==> config.mk <==
export PLATFORM = sky130hd
export DESIGN_NAME = fixed_decimal_to_text_top
export DESIGN_NICKNAME = d
export VERILOG_FILES = /design/src/hw/rtl/fdt_pkg.sv /design/src/hw/rtl/fdt_cell.sv /design/src/hw/rtl/fdt_chain.sv /design/src/hw/rtl/fixed_decimal_to_text_top.sv
export SDC_FILE = /design/constraint.sdc
export NUM_CORES = 1
export LEC_CHECK = 0
export ABC_AREA = 1
export BUFFER_PORTS_ARGS = -buffer_cell sky130_fd_sc_hd__buf_2
export CORE_MARGIN = 2
export CORE_UTILIZATION = 45
export CTS_CLUSTER_SIZE = 12
export DETAILED_ROUTE_END_ITERATION = 16
export MAX_ROUTING_LAYER = met4
export SYNTH_ARGS = -nofsm -noshare
export SYNTH_HDL_FRONTEND = slang
export SYNTH_SLANG_ARGS = --single-unit
==> constraint.sdc <==
create_clock -name clk -period 3.4 [get_ports clk]
set_input_delay 0.34 -clock clk [delete_from_list [all_inputs] [get_ports clk]]
set_output_delay 0.34 -clock clk [all_outputs]
set_load 0.005 [all_outputs]
==> src/hw/rtl/fdt_pkg.sv <==
// Shared types, constants and helper functions of the fixed-point decimal to text block.
package fdt_pkg;

	localparam int TOTAL_DIGITS_DEF   = 19;
	localparam int INTEGER_DIGITS_DEF = 8;
	localparam int MAG_W              = 64;
	localparam int CFG_W              = 8;
	localparam int CFG_IDX_W          = 3;
	localparam int CNT_W              = 7;

	localparam logic [3:0] DEC_CAP    = 4'd10;
	localparam logic [7:0] ASCII_ZERO = 8'h30;

	localparam logic [CFG_IDX_W-1:0] CFG_MIN_DECIMALS = 3'd0;
	localparam logic [CFG_IDX_W-1:0] CFG_MAX_DECIMALS = 3'd1;
	localparam logic [CFG_IDX_W-1:0] CFG_MINUS_CHAR   = 3'd2;
	localparam logic [CFG_IDX_W-1:0] CFG_GROUP_CHAR   = 3'd3;
	localparam logic [CFG_IDX_W-1:0] CFG_POINT_CHAR   = 3'd4;

	localparam logic [3:0] RST_MIN_DECIMALS = 4'd1;
	localparam logic [3:0] RST_MAX_DECIMALS = 4'd10;
	localparam logic [7:0] RST_MINUS_CHAR   = 8'd45;
	localparam logic [7:0] RST_GROUP_CHAR   = 8'd44;
	localparam logic [7:0] RST_POINT_CHAR   = 8'd46;

	typedef struct packed {
		logic signed [MAG_W-1:0] value;
		logic                    group_thousands;
	} item_beat_t;

	typedef struct packed {
		logic [7:0] out_char;
		logic       last_char;
	} char_beat_t;

	typedef enum logic [2:0] {
		CELL_HOLD,
		CELL_CLEAR,
		CELL_DABBLE,
		CELL_ROUND,
		CELL_SHIFT
	} cell_mode_t;

	typedef struct packed {
		cell_mode_t mode;
		logic       ser_bit;
	} cell_ctrl_t;

	typedef enum logic [2:0] {
		ST_IDLE,
		ST_CONV,
		ST_ROUND,
		ST_KEEP,
		ST_SIGN,
		ST_INT,
		ST_POINT,
		ST_FRAC
	} state_t;

	// Largest magnitude shown: nine followed by (digits - 1) zeros.
	function automatic logic [MAG_W-1:0] mag_limit(input int digits);
		logic [MAG_W-1:0] lim;
		lim = MAG_W'(9);
		for (int k = 1; k < digits; k++) begin
			lim = lim * MAG_W'(10);
		end
		return lim;
	endfunction

endpackage

==> src/hw/rtl/fdt_cell.sv <==
// One decimal digit cell: shift-and-add-3 conversion, carry ripple and digit shifting.
module fdt_cell (
	input  logic                clk,
	input  logic                arst_n,
	input  fdt_pkg::cell_ctrl_t ctrl,
	input  logic                dab_in,
	input  logic                inc_in,
	input  logic [3:0]          digit_in,
	output logic [3:0]          digit,
	output logic                dab_out,
	output logic                cy_out
);

	logic [3:0] digit_q;
	logic       cy_q;
	logic [3:0] adj;

	// Add three before the shift so the digit carries into its neighbor at ten.
	assign adj     = (digit_q >= 4'd5) ? digit_q + 4'd3 : digit_q;
	assign dab_out = adj[3];
	assign digit   = digit_q;
	assign cy_out  = cy_q;

	always_ff @(posedge clk) begin
		case (ctrl.mode)
			fdt_pkg::CELL_CLEAR:  digit_q <= 4'd0;
			fdt_pkg::CELL_DABBLE: digit_q <= {adj[2:0], dab_in};
			fdt_pkg::CELL_ROUND: begin
				if (inc_in) begin
					digit_q <= (digit_q == 4'd9) ? 4'd0 : digit_q + 4'd1;
				end
			end
			fdt_pkg::CELL_SHIFT:  digit_q <= digit_in;
			default:              digit_q <= digit_q;
		endcase
	end

	always_ff @(posedge clk or negedge arst_n) begin
		if (!arst_n) begin
			cy_q <= 1'b0;
		end else begin
			case (ctrl.mode)
				fdt_pkg::CELL_CLEAR: cy_q <= 1'b0;
				fdt_pkg::CELL_ROUND: cy_q <= inc_in && (digit_q == 4'd9);
				default:             cy_q <= cy_q;
			endcase
		end
	end

endmodule

==> src/hw/rtl/fdt_chain.sv <==
// Row of digit cells, least significant digit in cell zero, linked neighbor to neighbor.
module fdt_chain #(
	parameter int TOTAL_DIGITS = fdt_pkg::TOTAL_DIGITS_DEF
) (
	input  logic                          clk,
	input  logic                          arst_n,
	input  fdt_pkg::cell_ctrl_t           ctrl,
	input  logic [TOTAL_DIGITS-1:0]       inject,
	output logic [TOTAL_DIGITS-1:0][3:0]  digits
);

	logic [TOTAL_DIGITS-1:0] dab;
	logic [TOTAL_DIGITS-1:0] cy;

	for (genvar j = 0; j < TOTAL_DIGITS; j++) begin : g_cell
		logic       dab_in;
		logic       inc_in;
		logic [3:0] digit_in;

		if (j == 0) begin : g_first
			assign dab_in   = ctrl.ser_bit;
			assign inc_in   = inject[j];
			assign digit_in = 4'd0;
		end else begin : g_rest
			assign dab_in   = dab[j-1];
			assign inc_in   = cy[j-1] | inject[j];
			assign digit_in = digits[j-1];
		end

		fdt_cell u_cell (
			.clk      (clk),
			.arst_n   (arst_n),
			.ctrl     (ctrl),
			.dab_in   (dab_in),
			.inc_in   (inc_in),
			.digit_in (digit_in),
			.digit    (digits[j]),
			.dab_out  (dab[j]),
			.cy_out   (cy[j])
		);
	end

endmodule

==> src/hw/rtl/fixed_decimal_to_text_top.sv <==
// Top level of the fixed-point decimal to text formatter: sequencer, settings and output stage.
//
// The block takes one signed fixed-point value per input beat and sends its text one
// character per output beat, the final character flagged by last_char. The accepting cycle
// clears the digit chain and loads the magnitude with its sign removed and saturated. Then
// the magnitude is shifted into the digit chain one bit per cycle, a rounding carry ripples
// through the chain one cell per cycle, and the trimmed fraction length is worked out.
// After that come the sign slot, the integer digit positions (a leading zero is skipped,
// not printed, but the last integer digit always is), the separators between them, the
// point and the fraction digits. Each beat waits while the consumer holds char_ready low
// and the output register is full. A new value is taken as soon as the previous one has
// handed its final character to the output register. Settings are to be written through
// cfg_we, cfg_index and cfg_data only while the block is idle; the block itself does not
// enforce this.
module fixed_decimal_to_text_top #(
	parameter int TOTAL_DIGITS   = fdt_pkg::TOTAL_DIGITS_DEF,
	parameter int INTEGER_DIGITS = fdt_pkg::INTEGER_DIGITS_DEF
) (
	input  logic                                 clk,
	input  logic                                 arst_n,
	input  logic                                 item_valid,
	output logic                                 item_ready,
	input  fdt_pkg::item_beat_t                  item_data,
	output logic                                 char_valid,
	input  logic                                 char_ready,
	output fdt_pkg::char_beat_t                  char_data,
	input  logic                                 cfg_we,
	input  logic [fdt_pkg::CFG_IDX_W-1:0]        cfg_index,
	input  logic [fdt_pkg::CFG_W-1:0]            cfg_data
);

	localparam int FRAC_DIGITS = TOTAL_DIGITS - INTEGER_DIGITS;
	localparam int IDX_W       = $clog2(TOTAL_DIGITS);
	localparam int CNT_W       = fdt_pkg::CNT_W;
	localparam int MAG_W       = fdt_pkg::MAG_W;

	localparam logic [MAG_W-1:0] MAG_LIM    = fdt_pkg::mag_limit(TOTAL_DIGITS);
	localparam logic [CNT_W-1:0] CONV_LAST  = CNT_W'(MAG_W - 1);
	localparam logic [CNT_W-1:0] ROUND_LAST = CNT_W'(TOTAL_DIGITS - 1);
	localparam logic [CNT_W-1:0] INT_LAST   = CNT_W'(INTEGER_DIGITS - 1);
	localparam logic [1:0]       G3_INIT    = 2'(INTEGER_DIGITS % 3);

	// Settings registers.
	logic [3:0] min_dec_q;
	logic [3:0] max_dec_q;
	logic [7:0] minus_char_q;
	logic [7:0] group_char_q;
	logic [7:0] point_char_q;

	always_ff @(posedge clk or negedge arst_n) begin
		if (!arst_n) begin
			min_dec_q    <= fdt_pkg::RST_MIN_DECIMALS;
			max_dec_q    <= fdt_pkg::RST_MAX_DECIMALS;
			minus_char_q <= fdt_pkg::RST_MINUS_CHAR;
			group_char_q <= fdt_pkg::RST_GROUP_CHAR;
			point_char_q <= fdt_pkg::RST_POINT_CHAR;
		end else if (cfg_we) begin
			unique case (cfg_index)
				fdt_pkg::CFG_MIN_DECIMALS: min_dec_q    <= cfg_data[3:0];
				fdt_pkg::CFG_MAX_DECIMALS: max_dec_q    <= cfg_data[3:0];
				fdt_pkg::CFG_MINUS_CHAR:   minus_char_q <= cfg_data;
				fdt_pkg::CFG_GROUP_CHAR:   group_char_q <= cfg_data;
				fdt_pkg::CFG_POINT_CHAR:   point_char_q <= cfg_data;
				default: ;
			endcase
		end
	end

	// Effective fraction counts: both capped at ten, the minimum never above the maximum.
	logic [3:0] mx;
	logic [3:0] mn_cap;
	logic [3:0] mn;

	assign mx     = (max_dec_q > fdt_pkg::DEC_CAP) ? fdt_pkg::DEC_CAP : max_dec_q;
	assign mn_cap = (min_dec_q > fdt_pkg::DEC_CAP) ? fdt_pkg::DEC_CAP : min_dec_q;
	assign mn     = (mn_cap > mx) ? mx : mn_cap;

	// Sequencer registers.
	fdt_pkg::state_t  state_q, state_n;
	logic [CNT_W-1:0] cnt_q;
	logic [MAG_W-1:0] sh_q;
	logic             neg_q;
	logic             grp_q;
	logic             started_q;
	logic             sepd_q;
	logic [1:0]       g3_q;
	logic [3:0]       keep_q;

	logic                char_valid_q;
	fdt_pkg::char_beat_t char_q;

	logic item_acc;
	logic emit_ok;

	assign item_ready = (state_q == fdt_pkg::ST_IDLE);
	assign item_acc   = item_valid && item_ready;
	assign emit_ok    = !char_valid_q || char_ready;
	assign char_valid = char_valid_q;
	assign char_data  = char_q;

	// Magnitude with sign removed, saturated at MAG_LIM (nine followed by TOTAL_DIGITS - 1 zeros).
	logic [MAG_W-1:0] mag_abs;
	logic [MAG_W-1:0] mag_sat;

	assign mag_abs = item_data.value[MAG_W-1] ? MAG_W'(-item_data.value) : item_data.value;
	assign mag_sat = (mag_abs > MAG_LIM) ? MAG_LIM : mag_abs;

	// Digit chain.
	fdt_pkg::cell_ctrl_t          ctrl;
	logic [TOTAL_DIGITS-1:0]      inject;
	logic [TOTAL_DIGITS-1:0][3:0] digits;
	logic [3:0]                   top_digit;

	fdt_chain #(
		.TOTAL_DIGITS (TOTAL_DIGITS)
	) u_chain (
		.clk    (clk),
		.arst_n (arst_n),
		.ctrl   (ctrl),
		.inject (inject),
		.digits (digits)
	);

	assign top_digit = digits[TOTAL_DIGITS-1];

	// Rounding looks at the first fraction digit that is dropped, if it is stored at all.
	logic             rnd_en;
	logic [IDX_W-1:0] rnd_idx;
	logic [3:0]       rnd_digit;
	logic             rnd_fire;

	assign rnd_en    = int'(mx) < FRAC_DIGITS;
	assign rnd_idx   = IDX_W'(FRAC_DIGITS - 1 - int'(mx));
	assign rnd_digit = rnd_en ? digits[rnd_idx] : 4'd0;
	assign rnd_fire  = rnd_en && (rnd_digit >= 4'd5);

	// Zero flags of the fraction digits; digits past the stored ones read as zero.
	logic [fdt_pkg::DEC_CAP-1:0] fz;

	for (genvar k = 0; k < fdt_pkg::DEC_CAP; k++) begin : g_fz
		if (k < FRAC_DIGITS) begin : g_stored
			assign fz[k] = (digits[FRAC_DIGITS-1-k] == 4'd0);
		end else begin : g_beyond
			assign fz[k] = 1'b1;
		end
	end

	// Trimmed length: last nonzero digit, at least the minimum and one; zero if max is zero.
	logic [3:0] lnz;
	logic [3:0] keep_n;

	always_comb begin
		lnz = 4'd0;
		for (int k = 0; k < fdt_pkg::DEC_CAP; k++) begin
			if ((4'(k) < mx) && !fz[k]) begin
				lnz = 4'(k + 1);
			end
		end
		if (mx == 4'd0) begin
			keep_n = 4'd0;
		end else begin
			keep_n = lnz;
			if (keep_n < mn) begin
				keep_n = mn;
			end
			if (keep_n == 4'd0) begin
				keep_n = 4'd1;
			end
		end
	end

	// Sequencer outputs.
	logic                emit;
	fdt_pkg::char_beat_t beat;
	logic                int_step;
	logic                sep_emit;
	logic                cnt_inc;
	logic                int_last;
	logic                frac_last;

	assign int_last  = (cnt_q == INT_LAST);
	assign frac_last = (cnt_q == CNT_W'(keep_q) - CNT_W'(1));

	always_comb begin
		ctrl.mode      = fdt_pkg::CELL_HOLD;
		ctrl.ser_bit   = sh_q[MAG_W-1];
		inject         = '0;
		emit           = 1'b0;
		beat.out_char  = 8'd0;
		beat.last_char = 1'b0;
		int_step       = 1'b0;
		sep_emit       = 1'b0;
		cnt_inc        = 1'b0;
		unique case (state_q)
			fdt_pkg::ST_IDLE: begin
				if (item_acc) begin
					ctrl.mode = fdt_pkg::CELL_CLEAR;
				end
			end
			fdt_pkg::ST_CONV: begin
				ctrl.mode = fdt_pkg::CELL_DABBLE;
				cnt_inc   = 1'b1;
			end
			fdt_pkg::ST_ROUND: begin
				ctrl.mode = fdt_pkg::CELL_ROUND;
				cnt_inc   = 1'b1;
				if ((cnt_q == '0) && rnd_fire) begin
					inject = TOTAL_DIGITS'(1) << (rnd_idx + IDX_W'(1));
				end
			end
			fdt_pkg::ST_KEEP: ;
			fdt_pkg::ST_SIGN: begin
				if (neg_q && emit_ok) begin
					emit          = 1'b1;
					beat.out_char = minus_char_q;
				end
			end
			fdt_pkg::ST_INT: begin
				if (!started_q && (top_digit == 4'd0) && !int_last) begin
					// Leading zero: drop it without a beat.
					ctrl.mode = fdt_pkg::CELL_SHIFT;
					int_step  = 1'b1;
					cnt_inc   = 1'b1;
				end else if (started_q && grp_q && (g3_q == 2'd0) && !sepd_q) begin
					if (emit_ok) begin
						emit          = 1'b1;
						sep_emit      = 1'b1;
						beat.out_char = group_char_q;
					end
				end else if (emit_ok) begin
					emit           = 1'b1;
					beat.out_char  = fdt_pkg::ASCII_ZERO + {4'd0, top_digit};
					beat.last_char = int_last && (mx == 4'd0);
					ctrl.mode      = fdt_pkg::CELL_SHIFT;
					int_step       = 1'b1;
					cnt_inc        = 1'b1;
				end
			end
			fdt_pkg::ST_POINT: begin
				if (emit_ok) begin
					emit          = 1'b1;
					beat.out_char = point_char_q;
				end
			end
			fdt_pkg::ST_FRAC: begin
				if (emit_ok) begin
					emit           = 1'b1;
					beat.out_char  = fdt_pkg::ASCII_ZERO + {4'd0, top_digit};
					beat.last_char = frac_last;
					ctrl.mode      = fdt_pkg::CELL_SHIFT;
					cnt_inc        = 1'b1;
				end
			end
			default: ;
		endcase
	end

	// Sequencer next state.
	always_comb begin
		state_n = state_q;
		unique case (state_q)
			fdt_pkg::ST_IDLE: begin
				if (item_acc) begin
					state_n = fdt_pkg::ST_CONV;
				end
			end
			fdt_pkg::ST_CONV: begin
				if (cnt_q == CONV_LAST) begin
					state_n = fdt_pkg::ST_ROUND;
				end
			end
			fdt_pkg::ST_ROUND: begin
				if (cnt_q == ROUND_LAST) begin
					state_n = fdt_pkg::ST_KEEP;
				end
			end
			fdt_pkg::ST_KEEP: state_n = fdt_pkg::ST_SIGN;
			fdt_pkg::ST_SIGN: begin
				if (!neg_q || emit_ok) begin
					state_n = fdt_pkg::ST_INT;
				end
			end
			fdt_pkg::ST_INT: begin
				if (int_step && int_last) begin
					state_n = (mx == 4'd0) ? fdt_pkg::ST_IDLE : fdt_pkg::ST_POINT;
				end
			end
			fdt_pkg::ST_POINT: begin
				if (emit_ok) begin
					state_n = fdt_pkg::ST_FRAC;
				end
			end
			fdt_pkg::ST_FRAC: begin
				if (emit_ok && frac_last) begin
					state_n = fdt_pkg::ST_IDLE;
				end
			end
			default: state_n = fdt_pkg::ST_IDLE;
		endcase
	end

	// Sequencer state and per-value bookkeeping.
	always_ff @(posedge clk or negedge arst_n) begin
		if (!arst_n) begin
			state_q   <= fdt_pkg::ST_IDLE;
			cnt_q     <= '0;
			neg_q     <= 1'b0;
			grp_q     <= 1'b0;
			started_q <= 1'b0;
			sepd_q    <= 1'b0;
			g3_q      <= 2'd0;
			keep_q    <= 4'd0;
		end else begin
			state_q <= state_n;
			if (state_n != state_q) begin
				cnt_q <= '0;
			end else if (cnt_inc) begin
				cnt_q <= cnt_q + CNT_W'(1);
			end
			if (item_acc) begin
				neg_q <= item_data.value[MAG_W-1];
				grp_q <= item_data.group_thousands;
			end
			if (state_q == fdt_pkg::ST_KEEP) begin
				keep_q    <= keep_n;
				started_q <= 1'b0;
				sepd_q    <= 1'b0;
				g3_q      <= G3_INIT;
			end
			if (sep_emit) begin
				sepd_q <= 1'b1;
			end
			if (int_step) begin
				sepd_q <= 1'b0;
				g3_q   <= (g3_q == 2'd0) ? 2'd2 : g3_q - 2'd1;
				if (emit) begin
					started_q <= 1'b1;
				end
			end
		end
	end

	// Magnitude shift register feeding the chain, most significant bit first.
	always_ff @(posedge clk) begin
		if (item_acc) begin
			sh_q <= mag_sat;
		end else if (state_q == fdt_pkg::ST_CONV) begin
			sh_q <= {sh_q[MAG_W-2:0], 1'b0};
		end
	end

	// Output register: holds a beat for the consumer; a new beat is only loaded once it is taken.
	always_ff @(posedge clk or negedge arst_n) begin
		if (!arst_n) begin
			char_valid_q <= 1'b0;
		end else if (emit) begin
			char_valid_q <= 1'b1;
		end else if (char_ready) begin
			char_valid_q <= 1'b0;
		end
	end

	always_ff @(posedge clk) begin
		if (emit) begin
			char_q <= beat;
		end
	end

	// Every cell holds a decimal digit once conversion and rounding are over.
	logic bcd_ok;

	always_comb begin
		bcd_ok = 1'b1;
		for (int j = 0; j < TOTAL_DIGITS; j++) begin
			if (digits[j] > 4'd9) begin
				bcd_ok = 1'b0;
			end
		end
	end

	a_bcd_digits: assert property (@(posedge clk) disable iff (!arst_n)
		(state_q == fdt_pkg::ST_KEEP) |-> bcd_ok)
		else $error("digit chain holds a non-decimal digit after conversion");

	a_single_inject: assert property (@(posedge clk) disable iff (!arst_n)
		$onehot0(inject) && ((inject == '0) || (state_q == fdt_pkg::ST_ROUND && cnt_q == '0)))
		else $error("rounding carry injected outside the first rounding cycle");

	a_frac_bound: assert property (@(posedge clk) disable iff (!arst_n)
		(state_q == fdt_pkg::ST_FRAC) |-> (keep_q != 4'd0) && (cnt_q < CNT_W'(keep_q)))
		else $error("fraction digit count ran past the trimmed length");

	a_emit_slot: assert property (@(posedge clk) disable iff (!arst_n)
		emit |-> (!char_valid_q || char_ready))
		else $error("beat produced while the output register is still occupied");

endmodule
* Word-level counts from Yosys, hierarchy flattened
Index checks and enable logic that the tools add are counted.
Word-level totals: RAM bits 0, memories kept 0, flip-flop bits (word level) 220, logic and storage cells 490, bits of input ports 81, memory bits (read-only) 0, output and inout port bits 11, latch bits 0
Operators by class: div/mod/pow operators 0, reductions and logical operators 109, order comparisons 37, multiply operators 0, bitwise gates (word level) 18, add/sub/neg operators 45, equal/unequal tests 58, muxes and demuxes 168, shift-type cells 1
Operator list (count):
- 4-bit 2-to-1 mux | 74
- 4-bit case mux with 4 select lines | 18
- 64-bit 2-to-1 mux | 4
- 4-bit by 3-bit >= comparator with 1-bit output (second input constant) | 20
- 4-bit by 1-bit adder with 4-bit output (second input constant) | 19
- 4-bit equality test (second input constant) | 19
- 4-bit by 2-bit adder with 4-bit output (second input constant) | 18
- 64-bit by 63-bit > comparator with 1-bit output (second input constant) | 1
- 64-bit negation | 1
- 4-bit logical NOT | 13
- 8-bit 2-to-1 mux | 6
- 2-bit AND reduction | 24
- 1-bit logical AND | 40
- 19-bit 2-to-1 mux | 2
- 1-bit case mux with 2 select lines | 19
- 3-bit 2-to-1 mux | 12
- 2-bit inequality test (second input constant) | 18
- 8-bit case mux with 4 select lines | 1
- 3-bit case mux with 8 select lines | 1
- 4-bit binary-select mux with 5-bit select | 1
- 1-bit 2-to-1 mux | 20
- 1-bit by 5-bit << shifter with 19-bit output (first input constant) | 1
- 3-bit by 2-bit equality test with 1-bit output (second input constant) | 6
- 3-bit equality test (second input constant) | 6
- other kinds (39) | 92

* Longest topological paths before layout
Gate-level depths: netlist of the first run.
word-level depth 20, mapped depth 24, mapped depth without buffers 24

* Modules after synthesis
From an unflattened synthesis of the first run, not the netlist that was laid out.
Second synthesis, totals: cells, all modules 3002, area total of the unflattened synthesis 19160.9 µm²
By module, submodules not included:
- fixed_decimal_to_text_top | instances 1, seq. area each 3535.9 µm², cells each 1617, area each 10253.6 µm²
- fdt_cell | instances 19, seq. area each 145.1 µm², cells each 70, area each 457.9 µm²
- fdt_chain | instances 1, seq. area each 0.0 µm², cells each 55, area each 206.4 µm²

* Least setup slack after synthesis of the first run
OpenSTA, ideal clock, no wires.
path kind register to register, start register max_dec_q[3], end register keep_q[0], path buffers 1, period minus slack after synthesis 2.926 ns, arrival 2.809 ns, stages on the path, launching flop included 18, setup time 0.116 ns, setup slack 0.474 ns, cell sequence dfstp_2 > buf_2 > inv_1 > ha_1 > nand2_1 > a21oi_1 > a21o_1 > nand2_1 > o21ai_0 > ha_1 > a21oi_1 > nand2_1 > nand2_1 > nand2_1 > nand3_1 > nand2_1 > nand2_1 > nand2_1
On the way: cells in the longest elaborated chain, start to end 20, elaborated cells between the ends (all ways) 41, those cells by class order compare (13); mux (16); reduce/logical (12)
RTL lines:
- start, declared | RTL line fixed_decimal_to_text_top.sv:45 | logic [3:0] max_dec_q;
- start signal, assigned | RTL line fixed_decimal_to_text_top.sv:53 | max_dec_q <= fdt_pkg::RST_MAX_DECIMALS;
- start signal, assigned | RTL line fixed_decimal_to_text_top.sv:60 | fdt_pkg::CFG_MAX_DECIMALS: max_dec_q <= cfg_data[3:0];
- 4-bit > comparator | RTL line fixed_decimal_to_text_top.sv:74 | assign mx = (max_dec_q > fdt_pkg::DEC_CAP) ? fdt_pkg::DEC_CAP : max_dec_q;
- 4-bit 2-to-1 mux (*) | RTL line fixed_decimal_to_text_top.sv:74
- 1-bit by 4-bit < comparator with 1-bit output | RTL line fixed_decimal_to_text_top.sv:155 | if ((4'(k) < mx) && !fz[k]) begin
- 1-bit logical AND | RTL line fixed_decimal_to_text_top.sv:155
- 1-bit 2-to-1 mux | RTL line fixed_decimal_to_text_top.sv:155
- 4-bit 2-to-1 mux (9 in series) | RTL line fixed_decimal_to_text_top.sv:155
- 4-bit < comparator | RTL line fixed_decimal_to_text_top.sv:163 | if (keep_n < mn) begin
- 4-bit 2-to-1 mux | RTL line fixed_decimal_to_text_top.sv:163
- 4-bit 2-to-1 mux | RTL line fixed_decimal_to_text_top.sv:159 | if (mx == 4'd0) begin
- 4-bit logical NOT | RTL line fixed_decimal_to_text_top.sv:166 | if (keep_n == 4'd0) begin
- 4-bit 2-to-1 mux | RTL line fixed_decimal_to_text_top.sv:166
- 4-bit 2-to-1 mux (*) | RTL line fixed_decimal_to_text_top.sv:159
- end signal, assigned | RTL line fixed_decimal_to_text_top.sv:325 | keep_q <= keep_n;
- end, declared | RTL line fixed_decimal_to_text_top.sv:87 | logic [3:0] keep_q;
Every way passes the cells marked *; elsewhere a longest branch is shown, timed or not. The select of a mux whose other input is x is not followed. A chain may end at the register's enable or synchronous reset.

* Final worst setup path of the first run
start register max_dec_q[3], end register u_chain.g_cell[10].u_cell.digit_q[0], enable pin
On the way: cells in the longest elaborated chain, start to end 14, elaborated cells between the ends (all ways) 17, those cells by class add/sub (2); order compare (3); eq/ne (1); shift (1); mux (6); bitwise (1); reduce/logical (3)
RTL lines:
- 4-bit > comparator | RTL line fixed_decimal_to_text_top.sv:74
- 4-bit 2-to-1 mux (*) | RTL line fixed_decimal_to_text_top.sv:74
- 4-bit by 4-bit subtractor with 5-bit output | RTL line fixed_decimal_to_text_top.sv:133 | assign rnd_idx = IDX_W'(FRAC_DIGITS - 1 - int'(mx));
- 4-bit binary-select mux with 5-bit select | RTL line fixed_decimal_to_text_top.sv:134 | assign rnd_digit = rnd_en ? digits[rnd_idx] : 4'd0;
- 4-bit 2-to-1 mux (implied by the code) | RTL line fixed_decimal_to_text_top.sv:134
- 4-bit 2-to-1 mux | RTL line fixed_decimal_to_text_top.sv:134
- 4-bit by 3-bit >= comparator with 1-bit output | RTL line fixed_decimal_to_text_top.sv:135 | assign rnd_fire = rnd_en && (rnd_digit >= 4'd5);
- 1-bit logical AND | RTL line fixed_decimal_to_text_top.sv:135
- 1-bit logical AND | RTL line fixed_decimal_to_text_top.sv:207 | if ((cnt_q == '0) && rnd_fire) begin
- 19-bit 2-to-1 mux (*) | RTL line fixed_decimal_to_text_top.sv:207
- 19-bit 2-to-1 mux (*) | RTL line fixed_decimal_to_text_top.sv:194 | unique case (state_q)
- 1-bit bitwise OR (*) | RTL line fdt_chain.sv:26 | assign inc_in = cy[j-1] | inject[j];
- 2-bit inequality test (no source line) (*)
- 2-bit AND reduction (no source line) (*)
- end signal, assigned | RTL line fdt_cell.sv:30 | digit_q <= (digit_q == 4'd9) ? 4'd0 : digit_q + 4'd1;
- end signal, assigned | RTL line fdt_cell.sv:33 | fdt_pkg::CELL_SHIFT: digit_q <= digit_in;
- end signal, assigned | RTL line fdt_cell.sv:34 | default: digit_q <= digit_q;
- end, declared | RTL line fdt_cell.sv:14 | logic [3:0] digit_q;
Marked as above.

==> out/results.tsv, run 1 <==
stage	metric	value	unit
status	status	finished, final reports clean	
floorplanning	initial_utilization	45.5	%
global_routing	grt_pass1_wl	83600	µm
critical_path	r2r_end	u_chain.g_cell[10].u_cell.digit[0]	
drt	wl_per_cell	16.6	µm
min_path	worst_hold_path.endpoint	grp_q	
floorplanning	dieArea	39500	µm²
layout	fin_util	51.7	%
global_routing	track_usage	27.2	%
cts	clkLatencyLatePin	0.56	ns
critical_path	path_class	flip-flop to flip-flop	
yosys	yosys_warnings	0	
drt	wirelength	51200	µm
yosys	ys_seq_area_share	36.7	%
yosys	ys_async_sr_fraction	32.3	%
power_and_ir_drop	power_density	874	nW/µm²
sta	hold_viol	0	
yosys	synthesis.nets	2599	
drt	first_pass_iters	7	
placed_design	place.port_buffers	91	
drt	postRouteAntennaNets	0	
power_and_ir_drop	swShare	43.1	%
yosys	yosysUniqueCellTypes	48	
layout	fill_cells	3840	
yosys	synth_ff_type	edfxtp_1	
layout	fin_cells	3083	
yosys	synthTopCellsByArea	edfxtp_1 26%, nand2_1 17%, dfrtp_1 8.4%	
yosys	ys_ff_latch	220	
yosys	avgSynthCellArea	6.97	µm²
placed_design	place_area	18300	µm²
floorplanning	fp.dieH	199	µm
layout	finalNetCount	2703	
floorplanning	core_area	37500	µm²
power_and_ir_drop	p_int	9.64	mW
cts	clkSlewWorstSetupHoldPaths	0.06	ns
critical_path	cp_max_fo	15	
placed_design	post-place-ws	-0.0278	ns
power_and_ir_drop	power.share.clock	20.5	%
global_routing	grt_max_degree	72	
layout	postLayoutCellArea	19400	µm²
power_and_ir_drop	combPwrFrac	44.6	%
power_and_ir_drop	pwr-share-seq	34.9	%
yosys	netlist.area_leader.share	26.2	%
placed_design	gp_congestion	0.915	
sta	fin_ws	0.301	ns
floorplanning	pin_count	92	
critical_path	crit_path_start_kind	flip-flop	
cts	postCtsSetupBuffers	0	
yosys	synth_edf_count	149	
power_and_ir_drop	power.total	16.9	mW
drt	remaining_drc_errors	0	
critical_path	worstPathRequired	3.65	ns
yosys	yosys.area.top_type	edfxtp_1	
critical_path	rr_worst_depth	15	
global_routing	antenna_found_initial	0	
sta	slew_headroom	35.3	%
yosys	synthTopCellsByCount	760 x nand2_1, 306 x inv_1, 278 x nor2_1, 180 x nand3_1, 177 x o21ai_0	
sta	period_minus_slack	3.10	ns
layout	layout-drive-gt1-share	9.56	%
critical_path	cp-end-kind	flip-flop	
critical_path	rr_startpoint	max_dec_q[3]	
cts	cts_tree	yes	
sta	grt_setup_unrepaired	yes	
power_and_ir_drop	ir_worst_vdd	0.501	mV
placed_design	dp_hpwl	39100	µm
yosys	synth_cells	2446	
yosys	syn_area	17100	µm²
floorplanning	die_w	199	µm
cts	clockRootBuffer	clkbuf_16	
sta	finalSetupViolations	0	
floorplanning	num_rows	71	
layout	diodes	0	
cts	htree_num_levels	1	
cts	cts.path.max_buffers	3	
sta	skew	0.0158	ns
layout	area_delta_synth_final	13.5	%
global_routing	grt-ovfl-total	0	
power_and_ir_drop	leakagePower	8.93	nW
sta	timing.fmax	323	MHz
placed_design	dp.cells	3030	
sta	worst_pin_slew	0.970	ns
critical_path	reg2reg_slack	0.30	ns
sta	finalMaxSlewViolations	0	
yosys	yosys.cell_count.top_type	nand2_1	
drt	vias_per_cell	5.32	
drt	drt_iter0_drc	1059	
power_and_ir_drop	p_switching	7.30	mW
cts	cts.sinks	220	
sta	post-route-period-util	91.1	%
drt	vias	16400	
cts	cts_buffers	28	
flow_run	drv_cap	0	
min_path	hold_path_class	primary input to flip-flop	
min_path	whs_path_depth	3	
critical_path	arrival	3.35	ns
min_path	worstHoldStart	item_data[0]	
global_routing	grt_pass1_vias	16000	
## final cells by class
cell class / count / area [µm²] / area share [%]
clock buffers: 33 / 782 / 4.04
clock inverters: 19 / 299 / 1.54
inverters: 314 / 1180 / 6.09
multi-input cells: 1844 / 9320 / 48.1
flip-flops and latches: 220 / 6270 / 32.4
well taps: 511 / 639 / 3.30
repair buffers: 142 / 881 / 4.55
## power groups by stage
stage	clock (mW)	sequential [mW]	combinational, mW
after floorplan	0	5.56	5.44
after global placement	0	5.91	7.34
after detailed placement	0	5.94	7.48
after CTS	3.53	5.90	7.55
after global routing	3.64	6.10	8.65
final	3.47	5.92	7.54
## routing by layer
metal / wire length (µm) / GRT usage, % / vias to the layer above
met5: 0 / - / -
met4: 1840 / 9.48 / 0
met3: 2230 / 2.49 / 107
met2: 24500 / 46.0 / 426
met1: 22700 / 34.1 / 7620
li1: - / - / 8258
## worst max-delay path by stage
stage | startpoint | end | slack, ns | depth (start not counted)
2_1_floorplan | max_dec_q[3] | keep_q[0] | 0.47 | 17
6_report | max_dec_q[3] | u_chain.g_cell[10].u_cell.digit[0] | 0.30 | 15
5_1_grt | max_dec_q[3] | u_chain.g_cell[8].u_cell.digit[0] | -0.02 | 15
4_1_cts | max_dec_q[2] | keep_q[0] | 0.32 | 20
3_3_place_gp | item_data[2] | sh_q[25] | -0.06 | 20
3_5_place_dp | item_data[2] | sh_q[25] | -0.03 | 20
## flip-flops by register name (all words and copies together), names as in the netlist
signal and cells:
cnt_q 7, minus_char_q 8, max_dec_q 4, char_data 9, sepd_q 1, sh_q 64
g3_q 2, neg_q 1, keep_q 4, char_valid 1, min_dec_q 4, group_char_q 8
state_q 3, grp_q 1, u_chain.g_cell.u_cell.digit 76, u_chain.g_cell.u_cell.cy_out 18, started_q 1, point_char_q 8
## repair_timing
item                                   CTS  global route
endpoints found under the hold margin   57             0
gates resized for setup                  0             1
hold buffers                             1             0
setup endpoints to repair                0             9
## logic make-up after synthesis
kind of cell | after synthesis | share of synthesized area [%]
and+or+nand+nor | 1315 | 31.9
DFF | 220 | 36.7
buffers and inverters | 382 | 8.73
xor gates and xnor gates | 74 | 3.84
adders and majority gates | 72 | 5.28
AOI/OAI and AO/OA | 383 | 13.5
## through the flow
step | hold slack (ns) | TNS, ns
6_report | 0.0104 | 0
5_1_grt | 0.0433 | -0.0987
4_1_cts | 0.00403 | 0
3_5_place_dp | 0.466 | -0.147
3_3_place_gp | 0.461 | -0.494
2_1_floorplan | 0.0444 | 0
## cell usage in the layout (no fill, tap or decap), types with 18 or more instances in the layout
cell type / count
a21oi_1: 73
buf_2: 90
buf_4: 48
clkbuf_16: 30
dfrtp_1: 57
edfxtp_1: 149
ha_1: 72
inv_1: 305
nand2_1: 757
nand3_1: 179
nand3b_1: 20
nor2_1: 278
nor3_1: 32
o211ai_1: 18
o21ai_0: 176
o221ai_1: 32
o311ai_0: 26
xor2_1: 61
## critical path, stage by stage (launching register included)
cell	delay [ns]
dfstp_2	0.58
nand2_1	0.10
nand2_1	0.19
nor2_1	0.08
buf_4	0.22
a22oi_1	0.20
o21ai_0	0.13
a21oi_1	0.13
o21ai_1	0.10
nand3_1	0.09
nand3b_1	0.07
nand2_1	0.06
nand2_1	0.22
o21ai_0	0.31
o21ai_0	0.12
inv_1	0.18
(Power assumes the default switching activity.)
==> inputs of run 2 (changes only) <==
Settings changed: SYNTH_HIERARCHICAL set to 1.
==> run 2 against run 1 <==
Against the previous run: utilization is 0.45 points lower; register-to-register slack worse by 0.08 ns; global-route usage is 0.97 points lower; critical path depth is 2 higher; critical path type unchanged; largest cell class unchanged; fmax is 2.6% lower.
==> out/results.tsv, run 2 <==
stage	metric	value	unit	change
floorplanning	initial_utilization	45.5	%	about the same
critical_path	cpMaxStageDelayCell	dfstp_2		
drt	first_pass_iters	5		-2
critical_path	cp.depth	17		+2
yosys	avgSynthCellArea	6.38	µm²	-8.5%
drt	drt_iter0_drc	1503		+42%
global_routing	grt-ovfl-total	0		unchanged
critical_path	worstPathRequired	3.69	ns	+0.04 ns
critical_path	cp-end-kind	flip-flop		
cts	cts.path.max_buffers	3		unchanged
floorplanning	die_w	210	µm	+5.7%
floorplanning	dieArea	44100	µm²	+12%
sta	finalSetupViolations	0		unchanged
yosys	syn_area	19100	µm²	+12%
min_path	hold_path_class	primary input to flip-flop		
layout	diodes	0		unchanged
cts	cts_tree	yes		
status	status	finished, final reports clean		
sta	hold_ws	0.0342	ns	+0.0238 ns
drt	postRouteAntennaNets	0		unchanged
placed_design	place_area	20500	µm²	+12%
critical_path	crit_path_start_kind	flip-flop		
placed_design	post-place-ws	0.0108	ns	+0.0385 ns
critical_path	critical-path-top-delay-family	compound AO/OA/AOI/OAI gates		
global_routing	track_usage	26.2	%	-0.97 points
cts	clkLatencyLatePin	0.56	ns	about the same
flow_run	drv_cap	0		unchanged
global_routing	grt_max_degree	76		+5.6%
global_routing	grt_pass1_wl	92600	µm	+11%
cts	cts_buffers	28		unchanged
cts	cts.sinks	220		unchanged
min_path	worstHoldStart	item_data[0]		
sta	slew_headroom	40.1	%	+4.8 points
sta	fin_ws	0.220	ns	-0.0817 ns
placed_design	dp.cells	3627		+20%
drt	wirelength	56000	µm	+9.3%
floorplanning	pin_count	92		unchanged
sta	hold_viol	0		unchanged
layout	layout-drive-gt1-share	9.77	%	+0.20 points
cts	clockRootBuffer	clkbuf_16		
critical_path	arrival	3.47	ns	+0.12 ns
placed_design	dp_hpwl	43700	µm	+12%
critical_path	cp.buffers_inverters	5		+3
layout	largest_reg_flops	76		unchanged
placed_design	gp_congestion	0.987		+7.8%
drt	vias_per_cell	5.24		-1.5%
critical_path	cp_max_fo	11		-4
critical_path	path_cells	nand2_1 > nand2_1 > nand2_2 > nand2_4 > inv_2 > ha_4 > inv_1 > a21oi_1 > a211o_1 > a221o_1 > nand4_1 > buf_4 > nor2_1 > inv_1 > nand2_1 > o22ai_1 > inv_1		
layout	area_delta_synth_final	12.4	%	
power_and_ir_drop	ir_worst_vdd	0.428	mV	-15%
yosys	synth_cells	2995		+22%
critical_path	slowest_delay	0.54	ns	-0.04 ns
cts	htree_num_levels	1		unchanged
drt	remaining_drc_errors	0		unchanged
yosys	yosys_warnings	6		+6
critical_path	rr_worst_depth	17		+2
layout	fin_cells	3682		+19%
cts	clkSlewWorstSetupHoldPaths	0.06	ns	about the same
critical_path	startpoint	max_dec_q[1]		
critical_path	path_class	flip-flop to flip-flop		
power_and_ir_drop	power_density	845	nW/µm²	-3.4%
critical_path	rr_startpoint	max_dec_q[1]		
sta	finalMaxSlewViolations	0		unchanged
min_path	whs_path_depth	3		unchanged
drt	wl_per_cell	15.2	µm	-8.5%
global_routing	antenna_found_initial	0		unchanged
layout	finalNetCount	3279		+21%
sta	grt_setup_unrepaired	yes		
sta	period_minus_slack	3.18	ns	+0.0817 ns
layout	final_common_cell	nand2_1		
sta	worst_pin_slew	0.899	ns	-0.0713 ns
sta	post-route-period-util	93.5	%	+2.4 points
layout	postLayoutCellArea	21500	µm²	+11%
sta	skew	0.0265	ns	+0.0107 ns
floorplanning	core_area	41900	µm²	+12%
floorplanning	fp.dieH	210	µm	+5.7%
sta	timing.fmax	314	MHz	-2.6%
power_and_ir_drop	leakagePower	10.6	nW	+19%
placed_design	place.port_buffers	91		unchanged
layout	final_cell_mix	1037 x nand2_1, 449 x inv_1, 359 x nor2_1, 329 x nand3_1, 149 x edfxtp_1		
global_routing	grt_pass1_vias	18600		+16%
drt	vias	19300		+18%
floorplanning	num_rows	75		+5.6%
run 2: worst paths after layout:
kind	end	slack, ns
setup / recovery	u_chain/g_cell[6].u_cell/digit[2]	0.22
hold / removal	grp_q	0.03
setup reg to reg	u_chain/g_cell[6].u_cell/digit[2]	0.22
hold reg to reg	group_char_q[7]	0.49
max in group asynchronous	minus_char_q[5]	2.15
min in group asynchronous	group_char_q[6]	0.46
run 2: stage by stage:
| step | utilization [%] | setup TNS, ns | power, mW |
|---|---|---|---|
| final | 51.2 | 0 | 18.1 |
| after global routing | 51.2 | -0.0946 | 19.8 |
| after CTS | 51.0 | 0 | 18.1 |
| after detailed placement | 48.8 | 0 | 15.0 |
| after global placement | 48.8 | 0 | 14.8 |
| after floorplan | - | 0 | 12.4 |
run 2: layer usage:
| metal | track usage [%] | vias up | part of all wire [%] |
|---|---|---|---|
| met5 | - | - | 0 |
| met4 | 6.68 | 0 | 2.3 |
| met3 | 2.94 | 86 | 4.7 |
| met2 | 42.6 | 486 | 46 |
| met1 | 35.1 | 8934 | 47 |
| li1 | - | 9793 | - |
run 2: power by group:
part           switching, mW  internal, mW  leakage, nW  total [mW]
logic                   5.92          3.11         7.84        9.02
registers               1.38          4.81         2.35        6.18
clock network           1.16          1.77        0.452        2.94
run 2: layout make-up:
class	count	area [µm²]
Clock buffer	36	783
Clock inverter	16	135
Fill cell	4335	20500
Inverter	481	1810
Multi-Input combinational cell	2258	10900
Sequential cell	220	6270
Tap cell	539	674
Timing Repair Buffer	132	868
run 2: what timing repair did:
action                                  in CTS  in global routing
endpoints found under the hold margin       47                  0
setup buffers                                0                  2
hold buffers                                 1                  0
pin swaps                                    0                  3
gates resized for setup                      1                 24
endpoints found under the setup margin       4                 98
run 2: worst reg2reg max path, stage by stage (launching register included):
cell and delay [ns]:
dfstp_2 0.54, nand2_1 0.05, nand2_1 0.11, nand2_2 0.11
nand2_4 0.11, inv_2 0.09, ha_4 0.29, inv_1 0.18
a21oi_1 0.06, a211o_1 0.29, a221o_1 0.33, nand4_1 0.09
buf_4 0.22, nor2_1 0.06, inv_1 0.05, nand2_1 0.06
o22ai_1 0.17, inv_1 0.12
==> inputs of run 3 (changes only) <==
Settings changed: CORE_MARGIN 2 to not set, CORE_UTILIZATION 45 to 64, PLACE_DENSITY set to 0.83.
==> run 3 against run 2 <==
Against the previous run: the run now ends with negative hold slack left; clock skew increased by 0.011 ns; count of clock-buffer cells in the layout fell by 2; non-clock buffer count down 6; register-to-register slack got worse by 0.08 ns; utilization rose by 22 points; total power down 0.40%.
==> out/results.tsv, run 3 (synthesis gave the netlist of run 2 again) <==
stage	metric	value	unit	change
critical_path	crit_path_start_kind	flip-flop		
sta	final.setup.tns	0	ns	unchanged
sta	finalMaxSlewViolations	0		unchanged
critical_path	slowest_delay	0.55	ns	about the same
floorplanning	core_area	29000	µm²	-31%
critical_path	rr_worst_depth	17		unchanged
critical_path	path_class	flip-flop to flip-flop		
layout	layout-drive-gt1-share	9.71	%	-0.058 points
floorplanning	die_w	175	µm	-17%
drt	postRouteAntennaNets	0		unchanged
sta	worst_pin_slew	0.991	ns	+0.0919 ns
drt	first_pass_iters	6		+1
cts	clockRootBuffer	clkbuf_16		
power_and_ir_drop	leakagePower	10.5	nW	-0.88%
layout	final_cell_mix	1037 x nand2_1, 441 x inv_1, 359 x nor2_1, 329 x nand3_1, 149 x edfxtp_1		
sta	hold_viol	18		+18
sta	post-route-period-util	96.0	%	+2.4 points
critical_path	cpMaxStageDelayCell	dfstp_2		
floorplanning	dieArea	30500	µm²	-31%
cts	postCtsHoldBufs	0		-1
placed_design	gp_congestion	1.04		+5.2%
cts	cts.sinks	220		unchanged
floorplanning	num_rows	62		-17%
flow_run	drv_cap	0		unchanged
critical_path	rr_startpoint	max_dec_q[1]		
critical_path	arrival	3.50	ns	+0.03 ns
drt	vias_per_cell	5.67		+8.1%
critical_path	r2r_end	u_chain/g_cell[9].u_cell/digit[3]		
critical_path	cp-end-kind	flip-flop		
cts	cts_buffers	25		-11%
critical_path	cp.buffers_inverters	5		unchanged
drt	vias	19900		+3.2%
sta	period_minus_slack	3.26	ns	+0.0829 ns
cts	cts.path.max_buffers	3		unchanged
sta	hold_ws	-0.0177	ns	-0.0519 ns
global_routing	grt_pass1_wl	89800	µm	-3.0%
drt	remaining_drc_errors	0		unchanged
critical_path	cp_max_fo	8		-3
sta	timing.fmax	306	MHz	-2.5%
power_and_ir_drop	ir_worst_vdd	0.509	mV	+19%
floorplanning	fp.dieH	175	µm	-17%
critical_path	path_cells	nand2_1 > nand2_2 > nand2_1 > nand2_2 > inv_2 > ha_4 > inv_1 > a21oi_2 > a2111oi_0 > o311ai_1 > nand4_1 > buf_4 > nor2_1 > inv_1 > nand2_1 > o22ai_1 > inv_1		
placed_design	dp.cells	3466		-4.4%
min_path	hold_path_class	primary input to asynchronous set/reset pin		
drt	wl_per_cell	15.5	µm	+2.0%
placed_design	place_area	20200	µm²	-1.1%
layout	fin_cells	3515		-4.5%
global_routing	track_usage	36.7	%	+11 points
layout	fin_util	72.8	%	+22 points
critical_path	critical-path-top-delay-family	simple AND/OR/NAND/NOR gates		
layout	postLayoutCellArea	21100	µm²	-1.7%
layout	largest_reg_flops	76		unchanged
floorplanning	pin_count	92		unchanged
status	status	finished, violations left		
sta	slew_headroom	33.9	%	-6.1 points
placed_design	dp_hpwl	41000	µm	-6.1%
layout	area_delta_synth_final	10.6	%	
power_and_ir_drop	power_density	855	nW/µm²	+1.3%
global_routing	antenna_found_initial	0		unchanged
sta	finalSetupViolations	0		unchanged
global_routing	grt-ovfl-total	0		unchanged
cts	htree_num_levels	1		unchanged
placed_design	place.port_buffers	91		unchanged
drt	wirelength	54500	µm	-2.7%
critical_path	reg2reg_slack	0.14	ns	-0.08 ns
drt	drt_iter0_drc	2147		+43%
cts	cts_tree	yes		
floorplanning	initial_utilization	65.9	%	+20 points
critical_path	worstPathRequired	3.64	ns	-0.05 ns
global_routing	grt_pass1_vias	18600		+0.092%
layout	final_common_cell	nand2_1		
global_routing	grt_max_degree	72		-5.3%
sta	skew	0.0373	ns	+0.0108 ns
status	violations	negative hold slack		
layout	diodes	0		unchanged
cts	clkSlewWorstSetupHoldPaths	0.06	ns	about the same
cts	clkLatencyLatePin	0.54	ns	-0.02 ns
layout	finalNetCount	3270		-0.27%
-- run 3: cell count changes in the layout (fill, tap and decap cells not counted), moves of 2 or more --
cell       before  now
inv_1         449  441
clkbuf_1        5    7
buf_4          33   27
clkbuf_16      30   25
inv_2          31   39
-- run 3: what timing repair did --
action / CTS / global route
pin swaps: 0 / 5
endpoints found under the setup margin: 1 / 87
setup buffers: 0 / 3
gates resized for setup: 1 / 32
-- run 3: how the worst max path moves through the flow --
| stage | start | to | slack (ns) | cells after the start |
|---|---|---|---|---|
| 3_3_place_gp | max_dec_q[1] | keep_q[0] | 0.01 | 25 |
| 6_report | max_dec_q[1] | u_chain/g_cell[9].u_cell/digit[3] | 0.14 | 17 |
| 3_5_place_dp | max_dec_q[1] | keep_q[0] | -0.01 | 25 |
| 4_1_cts | max_dec_q[1] | keep_q[0] | 0.004 | 19 |
| 5_1_grt | max_dec_q[1] | keep_q[0] | -0.06 | 26 |
| 2_1_floorplan | max_dec_q[3] | u_chain/g_cell[16].u_cell/digit[0] | 0.03 | 18 |
-- run 3: per-stage QoR --
step | hold slack, ns | worst slack (ns) | power [mW]
floorplan | 0.0444 | 0.0275 | 12.4
global placement | 0.468 | 0.0130 | 14.5
detailed placement | 0.480 | -0.0116 | 14.9
CTS | 0.00825 | 0.00385 | 17.7
global route | 0.0575 | -0.0578 | 19.5
finish | -0.0177 | 0.137 | 18.1
-- run 3: final cells by class --
| cell class | count | area (µm²) |
|---|---|---|
| clock buffer | 34 | 679 |
| multi-input combinational | 2258 | 10900 |
| timing repair buffer | 126 | 833 |
| clock inverter | 12 | 113 |
| sequential | 220 | 6270 |
| tap | 384 | 480 |
| inverter | 481 | 1810 |
| fill | 2422 | 7890 |
-- run 3: power by group --
group	switching, mW	internal (mW)
Combinational	6.11	3.16
Sequential	1.36	4.80
Clock	1.10	1.55
Total	8.56	9.51
-- run 3: layer usage --
metal / share of wire, % / wire (µm) / GRT usage, % / vias up
met3: 7.8 / 4230 / 3.26 / 102
met5: 0 / 0 / - / -
met4: 2.6 / 1410 / 10.7 / 0
met1: 42 / 22900 / 47.9 / 9140
li1: - / - / - / 9775
met2: 48 / 25900 / 60.9 / 897
